### src/hdl/tna_pkg.sv
// Shared constants, types and state codes of the triangle normal/area block.
// No dependencies.
`default_nettype none

package tna_pkg;

	localparam int VERTEX_COUNT = 4096;
	localparam int ADDR_W       = $clog2(VERTEX_COUNT);

	localparam int IDX_W   = 12;
	localparam int COORD_W = 24;
	localparam int VERT_W  = 3 * COORD_W;
	localparam int NORM_W  = 32;
	localparam int AREA_W  = 53;

	localparam int EDGE_W  = COORD_W + 1;
	localparam int MOP_W   = 27;
	localparam int PROD_W  = 2 * MOP_W;
	localparam int CROSS_W = 51;
	localparam int LO_W    = 26;
	localparam int SUM_W   = 104;
	localparam int ROOT_W  = SUM_W / 2;
	localparam int REM_W   = ROOT_W + 2;
	localparam int QUO_W   = 32;

	localparam int HH_SHIFT = 2 * LO_W;
	localparam int HL_SHIFT = LO_W + 1;

	localparam int CNT_W = 6;
	localparam logic [CNT_W-1:0] CROSS_LAST = CNT_W'(6);
	localparam logic [CNT_W-1:0] SQ_LAST    = CNT_W'(9);
	localparam logic [CNT_W-1:0] SQRT_LAST  = CNT_W'(ROOT_W);
	localparam logic [CNT_W-1:0] DIV_LAST   = CNT_W'(QUO_W + 1);
	localparam logic [1:0]       COMP_LAST  = 2'd2;

	typedef enum logic {
		OP_LOAD = 1'b0,
		OP_FACE = 1'b1
	} tna_op_t;

	typedef enum logic [3:0] {
		ST_IDLE,
		ST_RD_B,
		ST_RD_C,
		ST_EDGE,
		ST_CROSS,
		ST_SQUARE,
		ST_SQRT,
		ST_DIV,
		ST_OUT
	} tna_state_t;

	// partial products of one squared cross component
	typedef enum logic [1:0] {
		TERM_HH,
		TERM_LL,
		TERM_HL
	} tna_term_t;

	typedef struct packed {
		logic [1:0] comp;
		tna_term_t  term;
	} tna_sq_sel_t;

	typedef struct packed {
		logic             accept;
		logic             ld_v0;
		logic             ld_v1;
		logic             ld_edge;
		logic             cross_en;
		logic             square_en;
		logic             sqrt_en;
		logic             div_en;
		logic             out_load;
		logic [CNT_W-1:0] step;
		logic [1:0]       comp;
	} tna_cmd_t;

	typedef struct packed {
		logic is_face;
		logic face_ok;
	} tna_status_t;

endpackage

`default_nettype wire

### src/hdl/tna_ctrl.sv
// Sequencer of the triangle normal/area block: steps one face through
// store reads, cross product, sum of squares, square root and divisions. Uses tna_pkg.
`default_nettype none

module tna_ctrl (
	input  wire logic                 clk,
	input  wire logic                 arst_n,
	input  wire logic                 in_valid,
	output logic                      in_ready,
	output logic                      out_valid,
	input  wire logic                 out_ready,
	input  wire tna_pkg::tna_status_t status,
	output tna_pkg::tna_cmd_t         cmd
);

	tna_pkg::tna_state_t            state_q, state_d;
	logic [tna_pkg::CNT_W-1:0]      cnt_q, cnt_d;
	logic [1:0]                     comp_q, comp_d;
	logic                           out_valid_q;
	logic                           accept;
	logic                           out_free;

	assign in_ready  = (state_q == tna_pkg::ST_IDLE);
	assign accept    = in_valid && in_ready;
	assign out_valid = out_valid_q;
	assign out_free  = !out_valid_q || out_ready;

	always_comb begin
		state_d = state_q;
		cnt_d   = cnt_q;
		comp_d  = comp_q;
		case (state_q)
			tna_pkg::ST_IDLE: begin
				if (accept && status.is_face && status.face_ok) begin
					state_d = tna_pkg::ST_RD_B;
				end
			end
			tna_pkg::ST_RD_B: state_d = tna_pkg::ST_RD_C;
			tna_pkg::ST_RD_C: state_d = tna_pkg::ST_EDGE;
			tna_pkg::ST_EDGE: begin
				state_d = tna_pkg::ST_CROSS;
				cnt_d   = '0;
			end
			tna_pkg::ST_CROSS: begin
				if (cnt_q == tna_pkg::CROSS_LAST) begin
					state_d = tna_pkg::ST_SQUARE;
					cnt_d   = '0;
				end else begin
					cnt_d = cnt_q + 1'b1;
				end
			end
			tna_pkg::ST_SQUARE: begin
				if (cnt_q == tna_pkg::SQ_LAST) begin
					state_d = tna_pkg::ST_SQRT;
					cnt_d   = '0;
				end else begin
					cnt_d = cnt_q + 1'b1;
				end
			end
			tna_pkg::ST_SQRT: begin
				if (cnt_q == tna_pkg::SQRT_LAST) begin
					state_d = tna_pkg::ST_DIV;
					cnt_d   = '0;
					comp_d  = '0;
				end else begin
					cnt_d = cnt_q + 1'b1;
				end
			end
			tna_pkg::ST_DIV: begin
				if (cnt_q == tna_pkg::DIV_LAST) begin
					cnt_d = '0;
					if (comp_q == tna_pkg::COMP_LAST) begin
						state_d = tna_pkg::ST_OUT;
					end else begin
						comp_d = comp_q + 1'b1;
					end
				end else begin
					cnt_d = cnt_q + 1'b1;
				end
			end
			tna_pkg::ST_OUT: begin
				if (out_free) begin
					state_d = tna_pkg::ST_IDLE;
				end
			end
			default: state_d = tna_pkg::ST_IDLE;
		endcase
	end

	always_comb begin
		cmd           = '0;
		cmd.accept    = accept;
		cmd.step      = cnt_q;
		cmd.comp      = comp_q;
		cmd.ld_v0     = (state_q == tna_pkg::ST_RD_B);
		cmd.ld_v1     = (state_q == tna_pkg::ST_RD_C);
		cmd.ld_edge   = (state_q == tna_pkg::ST_EDGE);
		cmd.cross_en  = (state_q == tna_pkg::ST_CROSS);
		cmd.square_en = (state_q == tna_pkg::ST_SQUARE);
		cmd.sqrt_en   = (state_q == tna_pkg::ST_SQRT);
		cmd.div_en    = (state_q == tna_pkg::ST_DIV);
		cmd.out_load  = (state_q == tna_pkg::ST_OUT) && out_free;
	end

	always_ff @(posedge clk or negedge arst_n) begin
		if (!arst_n) begin
			state_q     <= tna_pkg::ST_IDLE;
			cnt_q       <= '0;
			comp_q      <= '0;
			out_valid_q <= 1'b0;
		end else begin
			state_q <= state_d;
			cnt_q   <= cnt_d;
			comp_q  <= comp_d;
			if (cmd.out_load) begin
				out_valid_q <= 1'b1;
			end else if (out_ready) begin
				out_valid_q <= 1'b0;
			end
		end
	end

endmodule

`default_nettype wire

### config.mk
export PLATFORM = sky130hd
export DESIGN_NAME = tna_ctrl
export DESIGN_NICKNAME = d
export VERILOG_FILES = /design/src/hdl/tna_pkg.sv /design/src/hdl/tna_ctrl.sv
export SDC_FILE = /design/constraint.sdc
export NUM_CORES = 1
export LEC_CHECK = 0
export BUFFER_PORTS_ARGS = -buffer_cell sky130_fd_sc_hd__clkbuf_2
export CORE_MARGIN = 2
export CORE_UTILIZATION = 50
export CTS_CLUSTER_DIAMETER = 150
export DETAILED_ROUTE_END_ITERATION = 12
export MAX_ROUTING_LAYER = met4
export PLACE_DENSITY = 0.89
export REMOVE_ABC_BUFFERS = 1
export SYNTH_ARGS = -nofsm -noshare
export SYNTH_HDL_FRONTEND = slang
export SYNTH_SLANG_ARGS = --single-unit
### constraint.sdc
create_clock -name clk -period 2.21 [get_ports clk]
set_input_delay 0.442 -clock clk [delete_from_list [all_inputs] [get_ports clk]]
set_output_delay 0.442 -clock clk [all_outputs]
set_load 0.05 [all_outputs]
Word level (Yosys, flattened, before mapping):

Cells that the tools add are included.

* flip-flop bits (word level): 13
* input port bits: 6
* word-level logic and storage cells: 58

* reduce and logical (&&, ||, !) cells: 12
* muxes and demuxes: 19
* eq/ne operators: 21
* $add $sub $neg: 2

Operator list (number)
* one-hot mux 4 bit (9 select lines): 1
* one-hot mux 6 bit (5 select lines): 1
* two-way mux 4 bit: 7
* two-way mux 6 bit: 4
* equality test 4 x 3 -> 1 bit, second input constant: 4
* equality test 6 bit, second input constant: 2
* inequality test 2 x 1 -> 1 bit, second input constant: 6
* equality test 4 x 2 -> 1 bit, second input constant: 2
* AND reduction 7 bit: 1
* adder 6 x 1 -> 6 bit, second input constant: 1
* equality test 6 x 3 -> 1 bit, second input constant: 1
* equality test 6 x 4 -> 1 bit, second input constant: 1
* two-way mux 2 bit: 3
* nonzero test 5 bit: 1
* equality test 4 x 1 -> 1 bit, second input constant: 1
* equality test 4 bit, second input constant: 1
* logical AND 1 bit: 4
* logical NOT 4 bit: 1
* inequality test 2 bit, second input constant: 2
* one-hot mux 2 bit (2 select lines): 1
* AND reduction 4 bit: 1
* nonzero test 2 bit: 2
* adder 2 x 1 -> 2 bit, second input constant: 1
* equality test 2 bit, second input constant: 1
* 3 further kinds: 4

Longest topological paths before layout:

* depth in word-level cells: 6
* depth in mapped cells: 8
* depth with buffers taken out: 7

Worst setup path after synthesis:

OpenSTA, ideal clock, no wires.

* path kind: register to output
* from: register state_q[1]
* to: output port cmd[16] (netlist bit)
* cell stages (with the launch flop): 5
* slack: -0.843 ns
* buffers on the path: 2
* arrival time: 2.611 ns
* path through: dfrtp_1 > buf_6 > nor4_1 > and2_1 > buf_4

* cells in the longest elaborated chain, start to end: 2

RTL lines
* from (decl): RTL line tna_ctrl.sv:16 `tna_pkg::tna_state_t state_q, state_d;`
* from (signal assigned): RTL line tna_ctrl.sv:107 `state_q <= tna_pkg::ST_IDLE;`
* from (signal assigned): RTL line tna_ctrl.sv:112 `state_q <= state_d;`
* logical NOT 4 bit: RTL line tna_ctrl.sv:23 `assign in_ready = (state_q == tna_pkg::ST_IDLE);`
* named net in_ready: RTL line tna_ctrl.sv:9 `output logic in_ready,`
* logical AND 1 bit: RTL line tna_ctrl.sv:24 `assign accept = in_valid && in_ready;`
* to (decl): RTL line tna_ctrl.sv:13 `output tna_pkg::tna_cmd_t cmd`

The timed path passes the listed nets, and every way through them passes these cells.

==> impl_results.md <==
- Async SR Flop Fraction: 100%
- Worst setup slack for register-to-register paths: 0.27 ns
- FF+latch count, synth: 13
- Core Util, Final: 63.1%
- IR Drop Worst-Case VDD: 0.929 mV
- Die boundary width: 46.2 µm
- H-tree level count: 1
- RSZ-0062 raised after global routing: no
- Num CTS Buffers: 3
- Clock edge transition at the registers on the reported setup and hold paths: 0.07 ns
- Crit path arrival time: 1.64 ns
- Synthesized area: 888 µm²
- Number of global-route vias before repair: 693
- Via count: 845
- Required time of the critical path: 1.77 ns
- Design Area, Final: 1070 µm²
- Max-cap check violation count: 0
- Post-synthesis area per instance: 8.88 µm²
- Drt pass-1 iters: 6
- Post-placement cell area: 1030 µm²
- Switching power summed over all nets: 0.896 mW
- Fraction of final layout cells with drive strength greater than 1: 34.6%
- Clock power frac: 8.9%
- Total Routed Length: 1880 µm
- Placeable core region: 1690 µm²
- Number of port buffers: 24
- CP Capture Type: primary output
- Worst slew margin relative to its limit: 76.7%
- CTS tree: built
- Leakage dissipation: 0.552 nW
- Post-cts sizing count: 0
- Worst-Margin Slew: 0.350 ns
- Post-route minimum period: 2.08 ns
- Predominant post-synthesis flop cell: sky130_fd_sc_hd__dfrtp_1
- Portion of total power attributed to combinational logic: 65.9%
- Detailed Route Iter0 Violations: 24
- Final Hold Slack: 0.0510 ns
- Period Utilization, post-route: 94.1%
- Setup Viol. Count Final: 0
- IO Count: 25
- Mean number of vias per cell: 5.87
- Clock tree sinks: 13
- Number of buffers added to fix hold violations after cts: 0
- Number of setup buffers added after CTS: 0
- Ys Warns: 0
- Longest Clk Path Bufs: 2
- Run status: completed
- Post-synth EDFFs: 0
- Count of distinct cell types in the synthesized netlist: 35
- Total instance count after detailed placement: 140
- Antenna viol nets, final: 0
- Rows: 15
- Worst Path Max Fanout: 9
- Antenna diode instance count: 0
- Final weighted congestion in routability-driven placement: 0.811
- Total gr overflow: 0
- Vertical die dimension: 46.2 µm
- PwrDens: 1530 nW/µm²
- Switching part of the total power: 54.8%
- Maximum clock frequency: 481 MHz
- Clock Tree Root: sky130_fd_sc_hd__clkbuf_4
- Initial core utilization: 52.6%
- Part of the total power dissipated in sequential elements: 25.2%
- Kind of start point of the critical path: flop
- Wire length of the first global-routing pass: 2870 µm
- Layout area overhead: 20.0%
- Number of instances in the synthesized netlist: 100
- Final Max Tran Viols: 0
- Final Hold Vio Count: 0
- Final Skew: 0.000643 ns
- Post-Layout Cell Count: 144
- GRT Total Usage: 19.5%
- Largest net degree at the start of global routing: 14
- Type of the worst min-delay path: in2async
- Final Total Pwr: 1.63 mW
- Sequential area share after synthesis: 36.6%
- Antenna violations before repair: 0
- Post-route DRC violation count: 0
- Clock latency of the later-clocked register in the worst-skew pair: 0.27 ns
- Design internal power: 0.739 mW
- DP HPWL: 1460 µm
- Final nets: 139
- Critical setup path kind: reg2out
- Die area: 2130 µm²
- Post-detailed-route wirelength per cell: 13.0 µm
[kinds of logic (layout without fill, tap and decap cells)]
group	count (synthesis)	in the layout	share of synthesized area [%]
DFF	13	13	36.6
xor gates and xnor gates	1	1	0.986
buffers and inverters	15	42	8.31
and+or+nand+nor	43	43	27.6
adders and majority gates	5	5	7.04
AOI/OAI and AO/OA	20	20	15.2
muxes	3	3	4.22
[layer usage]
| layer | GRT usage [%] | up-vias | share of wire (%) |
|---|---|---|---|
| li1 | - | 406 | - |
| met1 | 24.2 | 411 | 46 |
| met2 | 29.7 | 26 | 49 |
| met3 | 3.14 | 2 | 3.2 |
| met4 | 10.9 | 0 | 1.0 |
| met5 | - | - | 0 |
[critical path, stage by stage (launching register included)]
cell and delay (ns):
sky130_fd_sc_hd__dfrtp_1 0.41, sky130_fd_sc_hd__buf_4 0.18, sky130_fd_sc_hd__nor4_2 0.33, sky130_fd_sc_hd__and2_1 0.18, sky130_fd_sc_hd__clkbuf_2 0.27
[final cells by class]
class | count | area (µm²)
clock buffers | 4 | 26.3
flip-flops and latches | 13 | 325
inverters | 8 | 30.0
multi-input cells | 72 | 495
fillers | 135 | 623
repair buffers | 30 | 168
well taps | 17 | 21.3
[registers in the layout, indices dropped and copies added, names as in the netlist]
name       cells
comp_q         2
out_valid      1
state_q        4
cnt_q          6
[layout by cell type (no fill, tap or decap)]
| cell type | netlist | routed |
|---|---|---|
| sky130_fd_sc_hd__buf_4 | 2 | 6 |
| sky130_fd_sc_hd__nor2_1 | 12 | 12 |
| sky130_fd_sc_hd__or2_4 | 1 | 1 |
| sky130_fd_sc_hd__o211ai_2 | 1 | 1 |
| sky130_fd_sc_hd__and4bb_2 | 1 | 1 |
| sky130_fd_sc_hd__or4b_4 | 1 | 1 |
| sky130_fd_sc_hd__mux2_2 | 2 | 2 |
| sky130_fd_sc_hd__nand2_1 | 4 | 4 |
| sky130_fd_sc_hd__or3_4 | 1 | 1 |
| sky130_fd_sc_hd__and2_1 | 1 | 1 |
| sky130_fd_sc_hd__a31oi_1 | 2 | 2 |
| sky130_fd_sc_hd__a221oi_1 | 1 | 1 |
| sky130_fd_sc_hd__nand2b_1 | 5 | 5 |
| sky130_fd_sc_hd__nor4b_1 | 2 | 2 |
| sky130_fd_sc_hd__a21oi_1 | 5 | 5 |
| sky130_fd_sc_hd__o21ai_0 | 5 | 5 |
| sky130_fd_sc_hd__clkbuf_2 | 0 | 23 |
| sky130_fd_sc_hd__ha_1 | 5 | 5 |
| sky130_fd_sc_hd__clkbuf_4 | 0 | 4 |
| sky130_fd_sc_hd__o2bb2ai_1 | 1 | 1 |
| sky130_fd_sc_hd__dfrtp_1 | 13 | 13 |
| sky130_fd_sc_hd__inv_1 | 8 | 8 |
| sky130_fd_sc_hd__and3_1 | 2 | 2 |
| sky130_fd_sc_hd__xnor2_1 | 1 | 1 |
| sky130_fd_sc_hd__nor4_2 | 0 | 1 |
| sky130_fd_sc_hd__nand3b_1 | 1 | 1 |
| sky130_fd_sc_hd__a22o_1 | 1 | 1 |
| sky130_fd_sc_hd__clkbuf_1 | 2 | 1 |
| sky130_fd_sc_hd__or2_2 | 2 | 2 |
| sky130_fd_sc_hd__mux2_4 | 1 | 1 |
| sky130_fd_sc_hd__nand3_1 | 4 | 4 |
| sky130_fd_sc_hd__nor3_1 | 5 | 5 |
| sky130_fd_sc_hd__o22a_1 | 1 | 1 |
| sky130_fd_sc_hd__a221o_1 | 1 | 1 |
| sky130_fd_sc_hd__o31ai_1 | 2 | 2 |
[synthesized netlist by cell type (2+ instances only)]
library cell               number  share of area [%]
sky130_fd_sc_hd__a21oi_1        5                2.8
sky130_fd_sc_hd__a31oi_1        2                1.4
sky130_fd_sc_hd__and3_1         2                1.4
sky130_fd_sc_hd__buf_2          2                1.1
sky130_fd_sc_hd__buf_4          2                1.7
sky130_fd_sc_hd__clkbuf_1       2               0.85
sky130_fd_sc_hd__dfrtp_1       13                 37
sky130_fd_sc_hd__ha_1           5                7.0
sky130_fd_sc_hd__inv_1          8                3.4
sky130_fd_sc_hd__mux2_2         2                2.5
sky130_fd_sc_hd__nand2_1        4                1.7
sky130_fd_sc_hd__nand2b_1       5                3.5
sky130_fd_sc_hd__nand3_1        4                2.3
sky130_fd_sc_hd__nor2_1        12                5.1
sky130_fd_sc_hd__nor3_1         5                2.8
sky130_fd_sc_hd__nor4b_1        2                2.0
sky130_fd_sc_hd__o21ai_0        5                2.8
sky130_fd_sc_hd__o31ai_1        2                1.7
sky130_fd_sc_hd__or2_2          2                1.4
[through the flow]
stage                     setup WS (ns)  setup TNS (ns)
after floorplan                  -0.949           -5.17
after global placement            0.326               0
after detailed placement          0.290               0
after CTS                        0.0104               0
after global routing             0.0263               0
final                             0.130               0
[power groups by stage]
stage          combinational, mW  clock [mW]  sequential, mW
6_report                    1.08       0.145           0.413
3_5_place_dp                1.06           0           0.414
5_1_grt                     1.15       0.163           0.426
3_3_place_gp                1.04           0           0.408
2_1_floorplan              0.579           0           0.609
4_1_cts                     1.06       0.153           0.409
[path summary, 6_finish.rpt]
check / start / to / cells past startpoint
worst max-delay path: state_q[0] / cmd[16] / 4
worst min-delay path: arst_n / cnt_q[3] / 1
worst max register to register: state_q[0] / state_q[0] / 5
worst min register to register: comp_q[1] / comp_q[1] / 1
max in group asynchronous: arst_n / out_valid / 1
min in group clk: out_ready / out_valid / 2
Note: power is estimated with default switching activity, not from simulation.
